==> src/design/bbr_pkg.sv <==
package bbr_pkg;

    // Fixed field widths
    localparam int CHAN_BITS         = 8;
    localparam int PIXEL_BITS        = 3 * CHAN_BITS;
    localparam int IMAGE_WIDTH_BITS  = 11;
    localparam int IMAGE_HEIGHT_BITS = 13;
    localparam int CFG_DATA_BITS     = 13;
    localparam int CFG_INDEX_BITS    = 2;

    // Input row counter runs to height+1 during the drain phase
    localparam int ROW_BITS     = 13;
    // Output row counter runs to height-1
    localparam int OUT_ROW_BITS = 12;

    localparam int DEFAULT_MAX_WIDTH  = 1024;
    localparam int IMAGE_WIDTH_RESET  = 640;
    localparam int IMAGE_HEIGHT_RESET = 480;
    localparam int HEIGHT_LIMIT       = 4096;

    // Register indexes
    localparam logic [CFG_INDEX_BITS-1:0] REG_IMAGE_WIDTH  = 2'd0;
    localparam logic [CFG_INDEX_BITS-1:0] REG_IMAGE_HEIGHT = 2'd1;

    // Input command codes
    localparam logic CMD_PIXEL = 1'b0;
    localparam logic CMD_DRAIN = 1'b1;

    // Position of the output pixel inside the frame
    typedef struct packed {
        logic first_col;
        logic last_col;
        logic first_row;
        logic last_row;
        logic frame_end;
    } pos_t;

    // 3x3 window, [column left..right][row upper..lower]
    typedef logic [2:0][2:0][PIXEL_BITS-1:0] window_t;

endpackage

==> src/design/bbr_avg.sv <==
module bbr_avg
    import bbr_pkg::*;
(
    input  logic                 clk,
    input  logic                 rst_n,
    input  logic                 adv,
    input  logic                 s2_valid,
    input  window_t              win,
    input  pos_t                 s2_pos,
    output logic                 out_valid,
    output logic [CHAN_BITS-1:0] blue_out,
    output logic [CHAN_BITS-1:0] green_out,
    output logic [CHAN_BITS-1:0] red_out,
    output logic                 frame_last
);

    localparam int SUM_BITS = CHAN_BITS + 4;
    // floor(u/3) = (u*683)>>11 and floor(u/9) = (u*1821)>>14 over the sum range
    localparam int RECIP3       = 683;
    localparam int RECIP3_SHIFT = 11;
    localparam int RECIP9       = 1821;
    localparam int RECIP9_SHIFT = 14;
    localparam int P3_BITS      = SUM_BITS + RECIP3_SHIFT;
    localparam int P9_BITS      = SUM_BITS + 1 + RECIP9_SHIFT;

    logic [2:0][2:0]           keep;
    logic [2:0][CHAN_BITS-1:0] avg;
    logic                      x_edge, y_edge;
    logic                      out_valid_reg, frame_last_reg;
    logic [2:0][CHAN_BITS-1:0] avg_reg;

    assign x_edge = s2_pos.first_col || s2_pos.last_col;
    assign y_edge = s2_pos.first_row || s2_pos.last_row;

    always_comb
    begin
        for (int c = 0; c < 3; c++)
        begin
            for (int r = 0; r < 3; r++)
            begin
                keep[c][r] = !((c == 0 && s2_pos.first_col) || (c == 2 && s2_pos.last_col) ||
                               (r == 0 && s2_pos.first_row) || (r == 2 && s2_pos.last_row));
            end
        end
    end

    // rounded mean: floor((2*sum + n) / (2*n)) for n = 4, 6, 9
    always_comb
    begin
        logic [SUM_BITS-1:0] sum;
        logic [SUM_BITS-1:0] u6;
        logic [SUM_BITS:0]   u9;
        logic [P3_BITS-1:0]  p3;
        logic [P9_BITS-1:0]  p9;
        for (int ch = 0; ch < 3; ch++)
        begin
            sum = '0;
            for (int c = 0; c < 3; c++)
            begin
                for (int r = 0; r < 3; r++)
                begin
                    if (keep[c][r])
                        sum = sum + SUM_BITS'(win[c][r][CHAN_BITS*ch +: CHAN_BITS]);
                end
            end
            u6 = (sum + SUM_BITS'(3)) >> 1;
            u9 = (SUM_BITS+1)'(sum) + (SUM_BITS+1)'(4);
            p3 = P3_BITS'(u6) * P3_BITS'(RECIP3);
            p9 = P9_BITS'(u9) * P9_BITS'(RECIP9);
            case ({x_edge, y_edge})
                2'b11:   avg[ch] = CHAN_BITS'((sum + SUM_BITS'(2)) >> 2);
                2'b10,
                2'b01:   avg[ch] = CHAN_BITS'(p3 >> RECIP3_SHIFT);
                default: avg[ch] = CHAN_BITS'(p9 >> RECIP9_SHIFT);
            endcase
        end
    end

    always_ff @(posedge clk or negedge rst_n)
    begin
        if (!rst_n)
        begin
            out_valid_reg <= 1'b0;
        end
        else if (adv)
        begin
            out_valid_reg <= s2_valid;
        end
    end

    always_ff @(posedge clk)
    begin
        if (adv && s2_valid)
        begin
            avg_reg        <= avg;
            frame_last_reg <= s2_pos.frame_end;
        end
    end

    assign out_valid  = out_valid_reg;
    assign blue_out   = avg_reg[0];
    assign green_out  = avg_reg[1];
    assign red_out    = avg_reg[2];
    assign frame_last = frame_last_reg;

endmodule

==> config.mk <==
export PLATFORM = sky130hd
export DESIGN_NAME = bbr_avg
export DESIGN_NICKNAME = d
export VERILOG_FILES = /design/src/design/bbr_pkg.sv /design/src/design/bbr_avg.sv
export SDC_FILE = /design/constraint.sdc
export NUM_CORES = 1
export LEC_CHECK = 0
export BUFFER_PORTS_ARGS = -buffer_cell sky130_fd_sc_hd__buf_2
export CORE_MARGIN = 4
export CORE_UTILIZATION = 50
export CTS_CLUSTER_SIZE = 10
export DETAILED_ROUTE_END_ITERATION = 7
export PLACE_DENSITY = 0.69
export SYNTH_ARGS = -nofsm -noshare
export SYNTH_HDL_FRONTEND = slang
export SYNTH_SLANG_ARGS = --single-unit
==> constraint.sdc <==
create_clock -name clk -period 2.5 [get_ports clk]
set_clock_uncertainty 0.15 [all_clocks]
set_input_delay 0.25 -clock clk [delete_from_list [all_inputs] [get_ports clk]]
set_output_delay 0.25 -clock clk [all_outputs]
set_load 0.02 [all_outputs]
**Word-level counts from Yosys, hierarchy flattened**

Index checks and enable logic that the tools add are counted.

- Reductions and logical operators: 8
- Add/sub/neg operators: 33
- Eq/ne operators: 3
- Multipliers: 6
- Muxes and demuxes: 27

Operator list:

| cell | number |
|---|---|
| $add 12x8->12 | 21 |
| $mux 12 | 21 |
| $mul 13x11->22 const B | 3 |
| $mul 11x10->19 const B | 3 |
| $pmux 8 s2 | 3 |
| $add 12x3->13 const B | 3 |
| $add 12x2->12 const B | 3 |
| $add 10x2->10 const B | 3 |
| $add 8x8->9 | 3 |
| $mux 8 | 3 |
| $logic_or 1x1->1 | 6 |
| $eq 2x2->1 const B | 2 |
| $eq 2x1->1 const B | 1 |
| $reduce_or 2->1 | 1 |
| $logic_and 1x1->1 | 1 |

- Register bits: 26
- Input bits: 225

**Logic depth before layout (Yosys ltp)**

- Depth in word-level cells: 20
- Gate-level depth with buffers: 77
- Depth with buffers taken out: 75

**Least setup slack after synthesis**

No wires, ideal clock.

- Path kind: in2reg
- Start: input s2_pos[4] (netlist name)
- End: register avg_reg (netlist bit green_out[7]) (data pin)
- Cell stages on the path: 75
- Arrival: 13.816 ns
- Setup slack: -11.737 ns
- Required time: 2.080 ns
- Library setup time: 0.270 ns
- Cells stage by stage: buf_6 nor2_4 clkbuf_1 and2_1 ha_1 inv_1 fa_1 nand2b_1 and2_1 xnor2_1 nor2_1 ha_1 a21oi_1 xnor2_1 a22o_1 ha_1 nand2_1 o21ai_0 [... 39 more ...] fa_1 inv_1 fa_1 inv_1 ha_1 a21oi_1 nand2_1 a21oi_1 o21ai_0 o211ai_1 a21oi_1 a21oi_1 nor2b_1 o21a_1 o21ai_0 nand2b_1 xnor2_1 a21oi_1

RTL lines:

| what | RTL line | source |
|---|---|---|
| from (decl) | bbr_avg.sv:9 | `input pos_t s2_pos,` |
| to (signal assigned) | bbr_avg.sv:95 | `avg_reg <= avg;` |
| to (decl) | bbr_avg.sv:30 | `logic [2:0][CHAN_BITS-1:0] avg_reg;` |

==> reports/qor.txt <==
Tmin final: 13.74 ns
maxcap violations: 0
ANT nets after route: 0
Post-Syn Area: 25100 µm²
routed vias: 26.3k
FILL cells: 3371
TritonCTS Buffers: 3
unrepaired setup endpoints after global routing: yes
setup TNS: -261.10 ns
CTS tree: done
status: complete, but fails checks
Critical Path RT: 2.36 ns
Worst setup EP type: register
CP Launch Type: input port
failing checks: negative setup slack
CTS clk-pin slew, worst paths: 0.07 ns
Syn-to-layout area delta: 50.6%
crit-path leading delay family: adder cells
CP Data Arrival Time: 13.60 ns
Final Hold Fails: 0
DRT iter0 DRCs: 1174
worst hold path class: in -> reg
Post-synth ARST share: 0.0385
Via-to-Cell Ratio: 5.32
chip width: 232 µm
fin nets: 5269
Worst Path Max Fanout: 4
Slew headroom: 0.583
Die Y: 232 µm
CTS Buffer Depth: 2
CORE AREA: 49400 µm²
root cell of the clock tree: clkbuf_16
synth unique cells: 107
vias in the first global route: 27.6k
fraction of layout cells with a size suffix above 1: 0.428
Ports: 251
Synth warnings: 0
Post-Syn Area per Cell: 8.31 µm²
syn nets: 4017
crit path max-delay cell type: fa_1
PortBufs: 250
initial core utilization: 0.509
Pre-Repair DR Iteration Count: 5
post-synthesis sequential area ratio: 0.0309
Setup Crit Path Kind: in -> reg
Achievable Freq: 0.0728 GHz
full die area: 53900 µm²
number of cells on the worst reg-to-reg path: 1
routability cong.: 0.977
CP max stage delay: 0.56 ns
hold depth: 1
worst-margin pin slew: 0.625 ns
Critical Path Most Common Cell: buf_4
pin count of the biggest net entering global routing: 48
clk sink count: 26
worst path bufs/invs: 19
Critical Path Stages: 76
Setup violations, final: 24
Synth Flop Type: edfxtp_1
GRT Util Overall: 0.301
first-pass GRT wire length: 134 mm
#FFs+latches synth: 26
Post-synth EDFFs: 25
antenna violations before repair: 25
H-tree depth: 1
WL final: 85.4 mm
global route total overflow: 0
cell count after synthesis: 3025
row cnt: 81
Residual DRC: 0
Avg WL per Cell: 17.3 µm
Final Cycle Share: 5.50
HPWL Detailed: 70.2 mm
clk_lat worst skew: 0.26 ns
final setup margin: -11.24 ns
Pins Over Slew Limit: 0
==> logic make-up (layout without fill, tap and decap cells) <==
| family | after synthesis | count (layout) | synth area share |
|---|---|---|---|
| adder cells (fa/ha/maj) | 771 | 771 | 0.441 |
| AO/OA/AOI/OAI | 683 | 683 | 0.182 |
| AND/OR/NAND/NOR | 636 | 636 | 0.123 |
| buffers and inverters | 554 | 1805 | 0.0834 |
| XOR/XNOR | 302 | 302 | 0.115 |
| multiplexers | 53 | 53 | 0.0254 |
| flip-flops | 26 | 26 | 0.0309 |
| other | 0 | 9 | 0 |
==> cell usage in the layout, fill, tap and decap left out, drive strengths merged, types with 24 or more instances in the layout <==
master  synthesis  final
a211oi         31     31
nor2b          55     55
buf            16   1303
nand3          24     24
nor2          218    218
edfxtp         25     25
nor3           42     42
a21o           69     69
a21oi         201    201
xor2           95     95
o21a           44     44
o21ai         155    155
a221oi         24     24
xnor2         207    207
mux2i          29     29
fa            192    192
and2           33     33
ha            575    575
nand2         149    149
nand2b         37     37
inv           496    496
==> through the flow <==
| step | area (µm²) | setup WS (ns) | utilization | hold WS, ns | std cells |
|---|---|---|---|---|---|
| finish | 37900 | -11.24 | 0.767 | 0.0168 | 4949 |
| detailed placement | 34300 | -11.74 | 0.695 | -0.124 | 4756 |
| global placement | 34300 | -11.29 | 0.695 | -0.125 | 4756 |
| floorplan | 25800 | -10.92 | - | -0.196 | 3025 |
| global route | 37900 | -11.77 | 0.767 | 0.0186 | 4944 |
| CTS | 36600 | -10.95 | 0.742 | 0.0178 | 4903 |
==> routing by layer <==
layer	track usage	wire [µm]	up-vias	share of wire
met5	0	179	-	0.0021
met4	0.0742	2700	26	0.032
met3	0.0438	4710	211	0.055
met2	0.555	42800	689	0.50
met1	0.367	35000	12600	0.41
li1	-	-	12800	-
==> Yosys cell counts (all sizes together) (10+ instances only) <==
| library cell | instances | share of area |
|---|---|---|
| ha | 575 | 0.29 |
| inv | 496 | 0.074 |
| nor2 | 218 | 0.033 |
| xnor2 | 207 | 0.080 |
| a21oi | 201 | 0.040 |
| fa | 192 | 0.15 |
| o21ai | 155 | 0.031 |
| nand2 | 149 | 0.022 |
| xor2 | 95 | 0.035 |
| a21o | 69 | 0.021 |
| nor2b | 55 | 0.014 |
| o21a | 44 | 0.013 |
| nor3 | 42 | 0.0092 |
| clkbuf | 41 | 0.0061 |
| nand2b | 37 | 0.0092 |
| and2 | 33 | 0.0082 |
| a211oi | 31 | 0.011 |
| mux2i | 29 | 0.013 |
| edfxtp | 25 | 0.030 |
| a221oi | 24 | 0.0086 |
| nand3 | 24 | 0.0048 |
| mux2 | 20 | 0.0090 |
| o21bai | 19 | 0.0057 |
| o31ai | 17 | 0.0064 |
| a21boi | 16 | 0.0048 |
| buf | 16 | 0.0030 |
| or3 | 16 | 0.0044 |
| or2 | 15 | 0.0037 |
| a31oi | 14 | 0.0047 |
| and3 | 12 | 0.0032 |
| nor3b | 10 | 0.0036 |
| o31a | 10 | 0.0036 |
==> final timing paths <==
check                          start    endpoint  slack, ns
max reg2reg                out_valid   out_valid       1.61
min in group asynchronous      rst_n   out_valid       0.14
max                        s2_pos[4]  red_out[6]     -11.24
max in group asynchronous      rst_n   out_valid       1.98
min reg2reg                out_valid   out_valid       0.36
min                        s2_pos[0]  frame_last       0.02
==> repair_timing <==
action / 4_1_cts / 5_1_grt
setup buffers: 149 / 40
setup endpoints to repair: 24 / 24
endpoints found under the hold margin: 1 / 0
hold buffers: 1 / 0
resized for setup: 243 / 189
pin swaps: 201 / 145
==> area by class of cell <==
| class | instances | area [µm²] | share of cell area |
|---|---|---|---|
| Multi-Input combinational cell | 2445 | 24900 | 0.656 |
| Timing Repair Buffer | 1304 | 9420 | 0.249 |
| Inverter | 497 | 1870 | 0.0493 |
| Tap cell | 664 | 831 | 0.0219 |
| Sequential cell | 26 | 776 | 0.0205 |
| Clock buffer | 3 | 75.1 | 0.00198 |
| Clock inverter | 1 | 30.0 | 0.000793 |
| Antenna cell | 9 | 22.5 | 0.000595 |
Power is left out: the tool's default activity adds up to more than one toggle a clock period on the data nets, which glitch-free logic cannot reach.
