## config.mk

```make
export PLATFORM = sky130hd
export DESIGN_NAME = bbr_ctrl
export DESIGN_NICKNAME = d
export VERILOG_FILES = /design/src/design/bbr_pkg.sv /design/src/design/bbr_ctrl.sv
export SDC_FILE = /design/constraint.sdc
export NUM_CORES = 1
export LEC_CHECK = 0
export BUFFER_PORTS_ARGS = -buffer_cell sky130_fd_sc_hd__buf_2
export CAP_MARGIN = 25
export CORE_MARGIN = 2
export CORE_UTILIZATION = 40
export DETAILED_ROUTE_END_ITERATION = 6
export GPL_TIMING_DRIVEN = 0
export PLACE_DENSITY_LB_ADDON = 0.25
export REMOVE_ABC_BUFFERS = 1
export SYNTH_ARGS = -nofsm -noshare
export SYNTH_HDL_FRONTEND = slang
export SYNTH_SLANG_ARGS = --single-unit
```

## constraint.sdc

```tcl
create_clock -name clk -period 5.4 [get_ports clk]
set_input_delay 1.62 -clock clk [delete_from_list [all_inputs] [get_ports clk]]
set_output_delay 1.62 -clock clk [all_outputs]
set_load 0.1 [all_outputs]
```

## src/design/bbr_pkg.sv

```systemverilog
package bbr_pkg;

    // Fixed field widths
    localparam int CHAN_BITS         = 8;
    localparam int PIXEL_BITS        = 3 * CHAN_BITS;
    localparam int IMAGE_WIDTH_BITS  = 11;
    localparam int IMAGE_HEIGHT_BITS = 13;
    localparam int CFG_DATA_BITS     = 13;
    localparam int CFG_INDEX_BITS    = 2;

    // Input row counter runs to height+1 during the drain phase
    localparam int ROW_BITS     = 13;
    // Output row counter runs to height-1
    localparam int OUT_ROW_BITS = 12;

    localparam int DEFAULT_MAX_WIDTH  = 1024;
    localparam int IMAGE_WIDTH_RESET  = 640;
    localparam int IMAGE_HEIGHT_RESET = 480;
    localparam int HEIGHT_LIMIT       = 4096;

    // Register indexes
    localparam logic [CFG_INDEX_BITS-1:0] REG_IMAGE_WIDTH  = 2'd0;
    localparam logic [CFG_INDEX_BITS-1:0] REG_IMAGE_HEIGHT = 2'd1;

    // Input command codes
    localparam logic CMD_PIXEL = 1'b0;
    localparam logic CMD_DRAIN = 1'b1;

    // Position of the output pixel inside the frame
    typedef struct packed {
        logic first_col;
        logic last_col;
        logic first_row;
        logic last_row;
        logic frame_end;
    } pos_t;

    // 3x3 window, [column left..right][row upper..lower]
    typedef logic [2:0][2:0][PIXEL_BITS-1:0] window_t;

endpackage

```

## src/design/bbr_ctrl.sv

```systemverilog
module bbr_ctrl
    import bbr_pkg::*;
#(
    parameter int MAX_WIDTH = DEFAULT_MAX_WIDTH,
    localparam int CW = $clog2(MAX_WIDTH),
    localparam int WW = $clog2(MAX_WIDTH + 1)
)
(
    input  logic                      clk,
    input  logic                      rst_n,
    input  logic                      cfg_write,
    input  logic [CFG_INDEX_BITS-1:0] cfg_index,
    input  logic [CFG_DATA_BITS-1:0]  cfg_data,
    input  logic                      accept,
    input  logic                      adv,
    input  logic                      command,
    input  logic [CHAN_BITS-1:0]      blue_in,
    input  logic [CHAN_BITS-1:0]      green_in,
    input  logic [CHAN_BITS-1:0]      red_in,
    output logic                      rd_en,
    output logic [CW-1:0]             rd_addr,
    output logic                      s1_valid,
    output logic                      s1_has_result,
    output logic [PIXEL_BITS-1:0]     s1_pix,
    output logic [CW-1:0]             s1_col,
    output pos_t                      s1_pos,
    output logic [CW-1:0]             col_pos,
    output logic [ROW_BITS-1:0]       row_pos,
    output logic [WW-1:0]             w_eff,
    output logic [IMAGE_HEIGHT_BITS-1:0] h_eff
);

    localparam int CMPW    = (WW > IMAGE_WIDTH_BITS) ? WW : IMAGE_WIDTH_BITS;
    localparam int W_RESET = (IMAGE_WIDTH_RESET > MAX_WIDTH) ? MAX_WIDTH : IMAGE_WIDTH_RESET;

    logic [WW-1:0]                w_eff_reg, w_eff_next;
    logic [IMAGE_HEIGHT_BITS-1:0] h_eff_reg, h_eff_next;
    logic [CW-1:0]                col_reg, col_next;
    logic [ROW_BITS-1:0]          row_reg, row_next;
    logic [CW-1:0]                ox_reg, ox_next;
    logic [OUT_ROW_BITS-1:0]      oy_reg, oy_next;

    logic                         s1_valid_reg, s1_has_result_reg;
    logic [PIXEL_BITS-1:0]        s1_pix_reg;
    logic [CW-1:0]                s1_col_reg;
    pos_t                         s1_pos_reg;

    logic [CMPW-1:0]              wv;
    logic [IMAGE_HEIGHT_BITS-1:0] hv;
    logic                         cfg_hit;
    logic [CW-1:0]                w_last;
    logic [OUT_ROW_BITS-1:0]      h_last;
    logic                         pix_phase, effective, has_result;
    pos_t                         pos;

    assign w_last = CW'(w_eff_reg - WW'(1));
    assign h_last = OUT_ROW_BITS'(h_eff_reg - IMAGE_HEIGHT_BITS'(1));

    // pixels are taken while input rows remain, drains only after
    assign pix_phase  = (ROW_BITS'(h_eff_reg) > row_reg);
    assign effective  = pix_phase ? (command == CMD_PIXEL) : (command == CMD_DRAIN);
    // first result once W+1 items are in
    assign has_result = (row_reg > ROW_BITS'(1)) ||
                        ((row_reg == ROW_BITS'(1)) && (col_reg != '0));

    always_comb
    begin
        pos.first_col = (ox_reg == '0);
        pos.last_col  = (ox_reg == w_last);
        pos.first_row = (oy_reg == '0);
        pos.last_row  = (oy_reg == h_last);
        pos.frame_end = has_result && pos.last_col && pos.last_row;
    end

    // register writes, clamped on the way in
    assign wv      = CMPW'(cfg_data[IMAGE_WIDTH_BITS-1:0]);
    assign hv      = cfg_data[IMAGE_HEIGHT_BITS-1:0];
    assign cfg_hit = cfg_write &&
                     ((cfg_index == REG_IMAGE_WIDTH) || (cfg_index == REG_IMAGE_HEIGHT));

    always_comb
    begin
        w_eff_next = w_eff_reg;
        h_eff_next = h_eff_reg;
        if (cfg_write && (cfg_index == REG_IMAGE_WIDTH))
        begin
            if (wv < CMPW'(2))
                w_eff_next = WW'(2);
            else if (wv > CMPW'(MAX_WIDTH))
                w_eff_next = WW'(MAX_WIDTH);
            else
                w_eff_next = WW'(wv);
        end
        if (cfg_write && (cfg_index == REG_IMAGE_HEIGHT))
        begin
            if (hv < IMAGE_HEIGHT_BITS'(2))
                h_eff_next = IMAGE_HEIGHT_BITS'(2);
            else if (hv > IMAGE_HEIGHT_BITS'(HEIGHT_LIMIT))
                h_eff_next = IMAGE_HEIGHT_BITS'(HEIGHT_LIMIT);
            else
                h_eff_next = hv;
        end
    end

    always_comb
    begin
        col_next = col_reg;
        row_next = row_reg;
        ox_next  = ox_reg;
        oy_next  = oy_reg;
        if (cfg_hit || (accept && effective && pos.frame_end))
        begin
            col_next = '0;
            row_next = '0;
            ox_next  = '0;
            oy_next  = '0;
        end
        else if (accept && effective)
        begin
            if (col_reg == w_last)
            begin
                col_next = '0;
                row_next = row_reg + ROW_BITS'(1);
            end
            else
            begin
                col_next = col_reg + CW'(1);
            end
            if (has_result)
            begin
                if (pos.last_col)
                begin
                    ox_next = '0;
                    oy_next = oy_reg + OUT_ROW_BITS'(1);
                end
                else
                begin
                    ox_next = ox_reg + CW'(1);
                end
            end
        end
    end

    always_ff @(posedge clk or negedge rst_n)
    begin
        if (!rst_n)
        begin
            w_eff_reg         <= WW'(W_RESET);
            h_eff_reg         <= IMAGE_HEIGHT_BITS'(IMAGE_HEIGHT_RESET);
            col_reg           <= '0;
            row_reg           <= '0;
            ox_reg            <= '0;
            oy_reg            <= '0;
            s1_valid_reg      <= 1'b0;
            s1_has_result_reg <= 1'b0;
        end
        else
        begin
            w_eff_reg <= w_eff_next;
            h_eff_reg <= h_eff_next;
            col_reg   <= col_next;
            row_reg   <= row_next;
            ox_reg    <= ox_next;
            oy_reg    <= oy_next;
            if (adv)
            begin
                s1_valid_reg      <= accept && effective;
                s1_has_result_reg <= has_result;
            end
        end
    end

    always_ff @(posedge clk)
    begin
        if (accept && effective)
        begin
            s1_pix_reg <= pix_phase ? {red_in, green_in, blue_in} : '0;
            s1_col_reg <= col_reg;
            s1_pos_reg <= pos;
        end
    end

    assign rd_en         = accept && effective;
    assign rd_addr       = col_reg;
    assign s1_valid      = s1_valid_reg;
    assign s1_has_result = s1_has_result_reg;
    assign s1_pix        = s1_pix_reg;
    assign s1_col        = s1_col_reg;
    assign s1_pos        = s1_pos_reg;
    assign col_pos       = col_reg;
    assign row_pos       = row_reg;
    assign w_eff         = w_eff_reg;
    assign h_eff         = h_eff_reg;

endmodule

```

### Word level (Yosys, flattened, before mapping)

Index checks and enable logic that the tools add are counted.
W data, S select, Z words.

| word-level totals | value |
|---|---|
| register bits | 110 |
| input port bits | 45 |
| output and inout bits | 99 |

| operators by class | value |
|---|---|
| $add $sub $neg | 6 |
| $lt $le $gt $ge | 6 |
| equality and inequality tests | 5 |
| mux-type cells | 19 |
| bitwise gates (word level) | 1 |
| reduce and logical (&&, ||, !) cells | 22 |

Operator list:

| operator | count |
|---|---|
| $mux W10 | 7 |
| $mux W13 | 5 |
| $mux W12 | 4 |
| $mux W11 | 2 |
| $add A10 B1 Y10 const B | 2 |
| $eq A10 B10 Y1 | 2 |
| $add A13 B1 Y13 const B | 1 |
| $eq A13 B1 Y1 const B | 1 |
| $gt A13 B1 Y1 const B | 1 |
| $gt A13 B13 Y1 | 1 |
| $gt A13 B13 Y1 const B | 1 |
| $lt A13 B2 Y1 const B | 1 |
| $add A12 B1 Y12 const B | 1 |
| $eq A12 B12 Y1 | 1 |
| $logic_not A12 Y1 | 1 |
| $sub A12 B1 Y12 const B | 1 |
| $gt A11 B11 Y1 const B | 1 |
| $lt A11 B2 Y1 const B | 1 |
| $logic_not A10 Y1 | 1 |
| $reduce_bool A10 Y1 | 1 |
| $sub A10 B1 Y10 const B | 1 |
| $logic_and A1 B1 Y1 | 8 |
| $reduce_bool A2 Y1 | 4 |
| $reduce_and A2 Y1 | 2 |
| 6 further kinds | 8 |

### Longest topological paths before layout

Gate-level depths: netlist of run 1.

| depth | value |
|---|---|
| depth in word-level cells | 9 |
| mapped depth | 14 |

### Worst setup path after synthesis of run 1

OpenSTA, ideal clock, no wires.

| timing | value |
|---|---|
| path type | register -> output |
| start point | reg row_reg[6], in the netlist row_pos[6] |
| end point | out rd_en |
| data arrival time | 4024 ps |
| setup slack | -244 ps |
| stages on the path, launching flop included | 10 |
| cells stage by stage | dfrtp_1 inv_1 ha_1 nand4_1 nor4_1 or3b_2 o21ai_0 nor3_1 clkbuf_1 inv_1 |

| between the ends | value |
|---|---|
| word-level cells in the longest chain between the ends | 3 |

RTL lines:

| what | RTL line | RTL |
|---|---|---|
| start: declaration | bbr_ctrl.sv:39 | `logic [ROW_BITS-1:0] row_reg, row_next;` |
| start signal: assignment | bbr_ctrl.sv:162 | `row_reg <= row_next;` |
| $gt A13 B13 Y1 | bbr_ctrl.sv:60 | `assign pix_phase = (ROW_BITS'(h_eff_reg) > row_reg);` |
| $mux W1 | bbr_ctrl.sv:61 | `assign effective = pix_phase ? (command == CMD_PIXEL) : (command == CMD_DRAIN);` |
| $logic_and A1 B1 Y1 | bbr_ctrl.sv:183 | `assign rd_en = accept && effective;` |
| end: declaration | bbr_ctrl.sv:20 | `output logic rd_en,` |

No other way between the ends.

### Final worst setup path of run 1

| timing | value |
|---|---|
| start point | in command |
| end point | out rd_en |

| between the ends | value |
|---|---|
| word-level cells in the longest chain between the ends | 3 |

RTL lines:

| what | RTL line | RTL |
|---|---|---|
| start: declaration | bbr_ctrl.sv:16 | `input logic command,` |
| $not A1 Y1 | bbr_ctrl.sv:61 |  |
| $mux W1 (*) | bbr_ctrl.sv:61 |  |
| $logic_and A1 B1 Y1 (*) | bbr_ctrl.sv:183 |  |

Every way passes the cells marked *; elsewhere a longest branch is shown, timed or not.

==> results.sh, run 1 <==
export IMPL_status="finished clean"
export IMPL_portBuffers=143
export IMPL_synth_seq_cells=110
export IMPL_max_clock_path_buffers=2
export IMPL_hold_path_class="reg2reg"
export IMPL_post_route_cell_area_sq_mm=0.007661
export IMPL_firstDrtPassIters=5
export IMPL_synth_top_area_cell="dfrtp_1"
export IMPL_rsz0062_at_grt="false"
export IMPL_top_usage_layer="met2"
export IMPL_synth_most_common_cell="dfrtp_1"
export IMPL_syn_inst=685
export IMPL_maxSlewHeadroom_pct=28.91
export IMPL_p_seq_share_pct=36.3
export IMPL_initial_core_util_pct=41.13
export IMPL_min_from="s1_has_result$_DFFE_PN0P_"
export IMPL_crit_arrival_ps=3590
export IMPL_fin_crit_sh_pct=96.50
export IMPL_drv_cap=0
export IMPL_holdBufCountCts=0
export IMPL_placed_cell_area_sq_mm=0.007362
export IMPL_worst_r2r_endpoint="col_pos[0]$_DFFE_PN0P_"
export IMPL_fmax_ghz=0.1919
export IMPL_ff2ff_setup_slack_ps=840
export IMPL_ant_nets=0
export IMPL_peakVddDrop_mv=0.2403
export IMPL_numCtsBuffers=9
export IMPL_worst_pin_slew_ps=1052
export IMPL_min_path_cells=1
export IMPL_synth_flop_cell="dfrtp_1"
export IMPL_grt_pass1_wl_mm=28.57
export IMPL_combinationalPowerShare_pct=43.8
export IMPL_drc=0
export IMPL_setup_violations=0
export IMPL_final_setup_tns_ps=0
export IMPL_met1_usage_pct=25.81
export IMPL_die_w_um=132.0
export IMPL_grt_util_met2_pct=34.35
export IMPL_yosys_top_cells_area="dfrtp_1, edfxtp_1, xnor2_1"
export IMPL_end_kind="output port"
export IMPL_synth_commonest_cells="dfrtp_1, nor2_1, nand2_1"
export IMPL_wl_mm=17.52
export IMPL_core_area_sq_mm=0.01594
export IMPL_dp_cells=1000
export IMPL_vias=5695
export IMPL_ys_warn_count=0
export IMPL_cts_htree_levels=3
export IMPL_switchingPower_uw=1524
export IMPL_crit_type="in2out"
export IMPL_crit_reg2reg_launch="w_eff[0]$_DFFE_PN0P_"
export IMPL_antenna_cells=0
export IMPL_synth_cell_type_count=63
export IMPL_synth_edf_count=39
export IMPL_place_hpwl_mm=13.01
export IMPL_syn_avg_cell_area_sq_um=9.573
export IMPL_cts_tree="yes"
export IMPL_fin_skew_ps=7.740
export IMPL_largest_register_ffs=24
export IMPL_p_leak_uw=0.003306
export IMPL_nets=865
export IMPL_rr_worst_depth=11
export IMPL_fin_cells=1018
export IMPL_drive_above_1_share_pct=22.94
export IMPL_synth_top_area_share_pct=24.80
export IMPL_grt_max_degree=72
export IMPL_yosysSeqAreaShare_pct=45.07
export IMPL_ctsRootBufferMaster="clkbuf_16"
export IMPL_rows=46
export IMPL_grt_overflow=0
export IMPL_antenna_found_initial=0
export IMPL_period_needed_ps=5211
export IMPL_p_int_uw=1605
export IMPL_power_per_cell_area_mw_per_mm2=408.4
export IMPL_cts_sinks=110
export IMPL_syn_area_sq_mm=0.006558
export IMPL_place_gp_congestion=0.8791
export IMPL_die_height_um=132.0
export IMPL_hold_end="s1_has_result$_DFFE_PN0P_"
export IMPL_hold_viol_final=0
export IMPL_wl_per_cell_um=17.21
export IMPL_grt_util_met3_pct=3.499
export IMPL_cts_clk_slew_worst_paths_ps=70
export IMPL_p_clk_share_pct=19.8
export IMPL_cp_start_kind="input pin"
export IMPL_power_share_switching_pct=48.70
export IMPL_ios=144
export IMPL_vias_per_cell=5.594
export IMPL_critPathLaunch="command"
export IMPL_area_delta_synth_final_pct=16.83
export IMPL_drt_iter0_markers=355
export IMPL_dieArea_sq_mm=0.01743
export IMPL_grt_usage_pct=20.21
export IMPL_clk_latency_ps=360
export IMPL_grt_pass1_vias=5560
export IMPL_ys_async_sr_fraction_pct=64.55
export IMPL_crit_required_ps=3780
export IMPL_path_max_fanout=41
export IMPL_drv_slew=0
## placed cells by master (no fill, tap or decap), drive strengths merged, types with 12 or more instances in the layout
master,netlist,final
a22o,14,14
or4,12,12
nand4,17,17
nor4,19,19
nand3,22,22
and2,31,31
inv,37,38
buf,16,148
edfxtp,39,39
ha,23,23
or3,17,17
nor2,49,49
nand2b,12,12
dfrtp,65,65
xor2,19,19
nor3,13,13
o21ai,31,31
xnor2,33,33
nand2,40,40
a21oi,36,36
o31ai,15,15
## cell type report
| class | count | area [sq um] |
|---|---|---|
| Tap cell | 216 | 270.3 |
| Fill cell | 1528 | 8282 |
| Clock inverter | 7 | 50.05 |
| Clock buffer | 9 | 225.2 |
| Multi-Input combinational cell | 491 | 3262 |
| Inverter | 37 | 141.4 |
| Timing Repair Buffer | 148 | 757.0 |
| Sequential cell | 110 | 2955 |
## power groups by stage
stage	logic, uW	registers [uW]	clock network, uW
3_5_place_dp	1370	1150	0
5_1_grt	1450	1150	673
4_1_cts	1380	1130	637
2_1_floorplan	395	1850	0
3_3_place_gp	1340	1150	0
6_report	1370	1140	621
## metal layers
layer | share of wire [%] | up-vias
li1 | - | 2705
met1 | 45 | 2746
met2 | 48 | 217
met3 | 5.9 | 27
met4 | 2.0 | 0
met5 | 0 | -
## stage by stage
step / worst slack (ps) / util (%) / total power (uW) / hold WS (ps)
2_1_floorplan: -388.3 / - / 2243 / 552.3
3_3_place_gp: -1281 / 45.90 / 2493 / 468.5
5_1_grt: 16.52 / 48.05 / 3278 / 528.9
4_1_cts: 162.3 / 48.02 / 3151 / 512.2
6_report: 188.8 / 48.05 / 3129 / 508.1
3_5_place_dp: -357.3 / 46.18 / 2522 / 496.7
## how the worst max path moves through the flow
stage	to	slack, ps	cells after the start
2_1_floorplan	rd_en	-390	8
3_3_place_gp	rd_en	-1280	6
3_5_place_dp	rd_en	-360	6
4_1_cts	rd_en	160	6
5_1_grt	rd_en	20	6
6_report	rd_en	190	6
## cell families after synthesis
| logic type | count (synthesis) | share of synthesized area, % |
|---|---|---|
| AND/OR/NAND/NOR | 275 | 23.30 |
| AO/OA/AOI/OAI | 134 | 13.41 |
| buffers and inverters | 84 | 5.571 |
| XOR/XNOR | 53 | 7.289 |
| adder cells (fa/ha/maj) | 23 | 4.389 |
| multiplexers | 6 | 0.9731 |
| flip-flops | 110 | 45.07 |
## critical path, stage by stage
cell and delay, ps:
buf_2 120, or3b_2 480, o21ai_0 440, nor3_4 100, inv_4 410, buf_4 390
## repair_timing
item | in CTS | in global routing
setup endpoints to repair | 1 | 0
resized for setup | 3 | 0
buffers inserted | 1 | 0
No activity file was read; power rests on OpenSTA's default activity.
==> run 2: changes to the inputs <==
- CORE_ASPECT_RATIO: default -> 1.4
==> results.sh, run 2 (synthesized netlist as in run 1, its figures left out) <==
export IMPL_maxSlewHeadroom_pct=33.58
export IMPL_cts_clk_slew_worst_paths_ps=80
export IMPL_grt_usage_pct=19.27
export IMPL_p_clk_share_pct=22.3
export IMPL_drive_above_1_share_pct=23.07
export IMPL_power_per_cell_area_mw_per_mm2=417.8
export IMPL_p_int_uw=1672
export IMPL_die_height_um=155.5
export IMPL_crit_reg2reg_launch="w_eff[0]$_DFFE_PN0P_"
export IMPL_drv_cap=0
export IMPL_power_share_switching_pct=48.12
export IMPL_fillers=1586
export IMPL_place_gp_congestion=0.8667
export IMPL_drv_slew=0
export IMPL_ios=144
export IMPL_wl_mm=16.82
export IMPL_cpMaxStageDelayCell="or3b_2"
export IMPL_drt_iter0_markers=275
export IMPL_antenna_cells=0
export IMPL_place_hpwl_mm=12.83
export IMPL_cp_start_kind="input pin"
export IMPL_numCtsBuffers=9
export IMPL_ant_nets=0
export IMPL_postLayoutCoreUtil_pct=47.91
export IMPL_cpPeakStageDelay_ps=470
export IMPL_final_cell_mix="buf_2, dfrtp_1, nor2_1"
export IMPL_max_clock_path_buffers=2
export IMPL_ff2ff_setup_slack_ps=1110
export IMPL_drc=0
export IMPL_vias=5532
export IMPL_rows=55
export IMPL_cts_tree="yes"
export IMPL_initial_core_util_pct=40.72
export IMPL_ff_latch_area_sq_mm=0.002955
export IMPL_clk_latency_ps=360
export IMPL_grt_max_degree=42
export IMPL_min_from="s1_valid$_DFFE_PN0P_"
export IMPL_rr_worst_depth=11
export IMPL_worst_r2r_endpoint="col_pos[0]$_DFFE_PN0P_"
export IMPL_cts_sinks=110
export IMPL_period_needed_ps=5196
export IMPL_core_area_sq_mm=0.01610
export IMPL_cts_htree_levels=3
export IMPL_peakVddDrop_mv=0.3170
export IMPL_worst_pin_slew_ps=989.7
export IMPL_crit_type="in2out"
export IMPL_multi_input_area_sq_mm=0.003256
export IMPL_grt_pass1_vias=5232
export IMPL_rsz0062_at_grt="false"
export IMPL_vias_per_cell=5.526
export IMPL_crit_arrival_ps=3580
export IMPL_p_seq_share_pct=35.1
export IMPL_dieArea_sq_mm=0.01745
export IMPL_hold_path_class="reg2reg"
export IMPL_area_delta_synth_final_pct=17.65
export IMPL_layout_commonest_cell="buf_2"
export IMPL_nets=865
export IMPL_end_kind="output port"
export IMPL_ctsRootBufferMaster="clkbuf_16"
export IMPL_portBuffers=143
export IMPL_status="finished clean"
export IMPL_p_leak_uw=0.003341
export IMPL_path_max_fanout=41
export IMPL_fin_skew_ps=8.153
export IMPL_crit_required_ps=3780
export IMPL_fin_crit_sh_pct=96.23
export IMPL_path_cells="buf_2 -> or3b_2 -> o21ai_0 -> nor3_2 -> buf_6 -> inv_6 -> buf_4"
export IMPL_min_path_cells=1
export IMPL_hold_end="s1_valid$_DFFE_PN0P_"
export IMPL_combinationalPowerShare_pct=42.6
export IMPL_firstDrtPassIters=4
export IMPL_holdBufCountCts=0
export IMPL_setup_violations=0
export IMPL_grt_pass1_wl_mm=27.01
export IMPL_die_w_um=112.2
export IMPL_fmax_ghz=0.1924
export IMPL_grt_overflow=0
export IMPL_largest_register_ffs=24
export IMPL_wl_per_cell_um=16.80
export IMPL_hold_viol_final=0
export IMPL_antenna_found_initial=0
export IMPL_switchingPower_uw=1551
export IMPL_p_total_uw=3223
==> run 2: metrics by stage <==
stage | TNS [ps] | setup WS, ps | instance area, sq um | hold slack [ps] | std cells
after floorplan | -388.3 | -388.3 | 6331 | 552.3 | 638
after global placement | -19820 | -1359 | 7296 | 469.5 | 980
after detailed placement | -323.5 | -323.5 | 7375 | 483.0 | 984
after CTS | 0 | 92.20 | 7707 | 503.1 | 1000
after global routing | 0 | 130.4 | 7715 | 530.3 | 1001
final | 0 | 203.6 | 7715 | 508.4 | 1001
==> run 2: worst max path at each step <==
stage                                        from    end  slack [ps]  cells past startpoint
after detailed placement                  command  rd_en        -320                      7
after global placement                     accept  rd_en       -1360                      6
after floorplan           row_pos[12]$_DFFE_PN0P_  rd_en        -390                      8
final                                     command  rd_en         200                      7
after global routing                      command  rd_en         130                      7
after CTS                                 command  rd_en          90                      7
==> run 2: critical path, delay by kind of cell <==
family                 cells  cell delay [ps]
buffers and inverters      4              940
AND/OR/NAND/NOR            2              620
AO/OA/AOI/OAI              1              350
==> run 2: layout make-up <==
cell class | count | area share (%)
Multi-Input combinational cell | 491 | 42.20
Sequential cell | 110 | 38.31
Timing Repair Buffer | 148 | 10.15
Tap cell | 199 | 3.227
Clock buffer | 9 | 2.919
Inverter | 37 | 1.865
Clock inverter | 7 | 1.330
==> run 2: metal layers <==
layer	global-route usage, %	wire [um]
met1	24.52	7222
met2	33.62	8444
met3	2.649	895
met4	6.620	258
met5	0	0
==> run 2: power groups by stage <==
| stage | Combinational (uW) | Clock [uW] | Sequential [uW] |
|---|---|---|---|
| finish | 1370 | 718 | 1130 |
| global route | 1450 | 772 | 1150 |
| CTS | 1380 | 736 | 1130 |
| detailed placement | 1370 | 0 | 1150 |
| global placement | 1350 | 0 | 1150 |
| floorplan | 395 | 0 | 1850 |
==> run 2: what timing repair did <==
item	4_1_cts	5_1_grt
resized for setup	2	1
pin swaps	0	0
buffers inserted	0	0
setup endpoints to repair	1	1
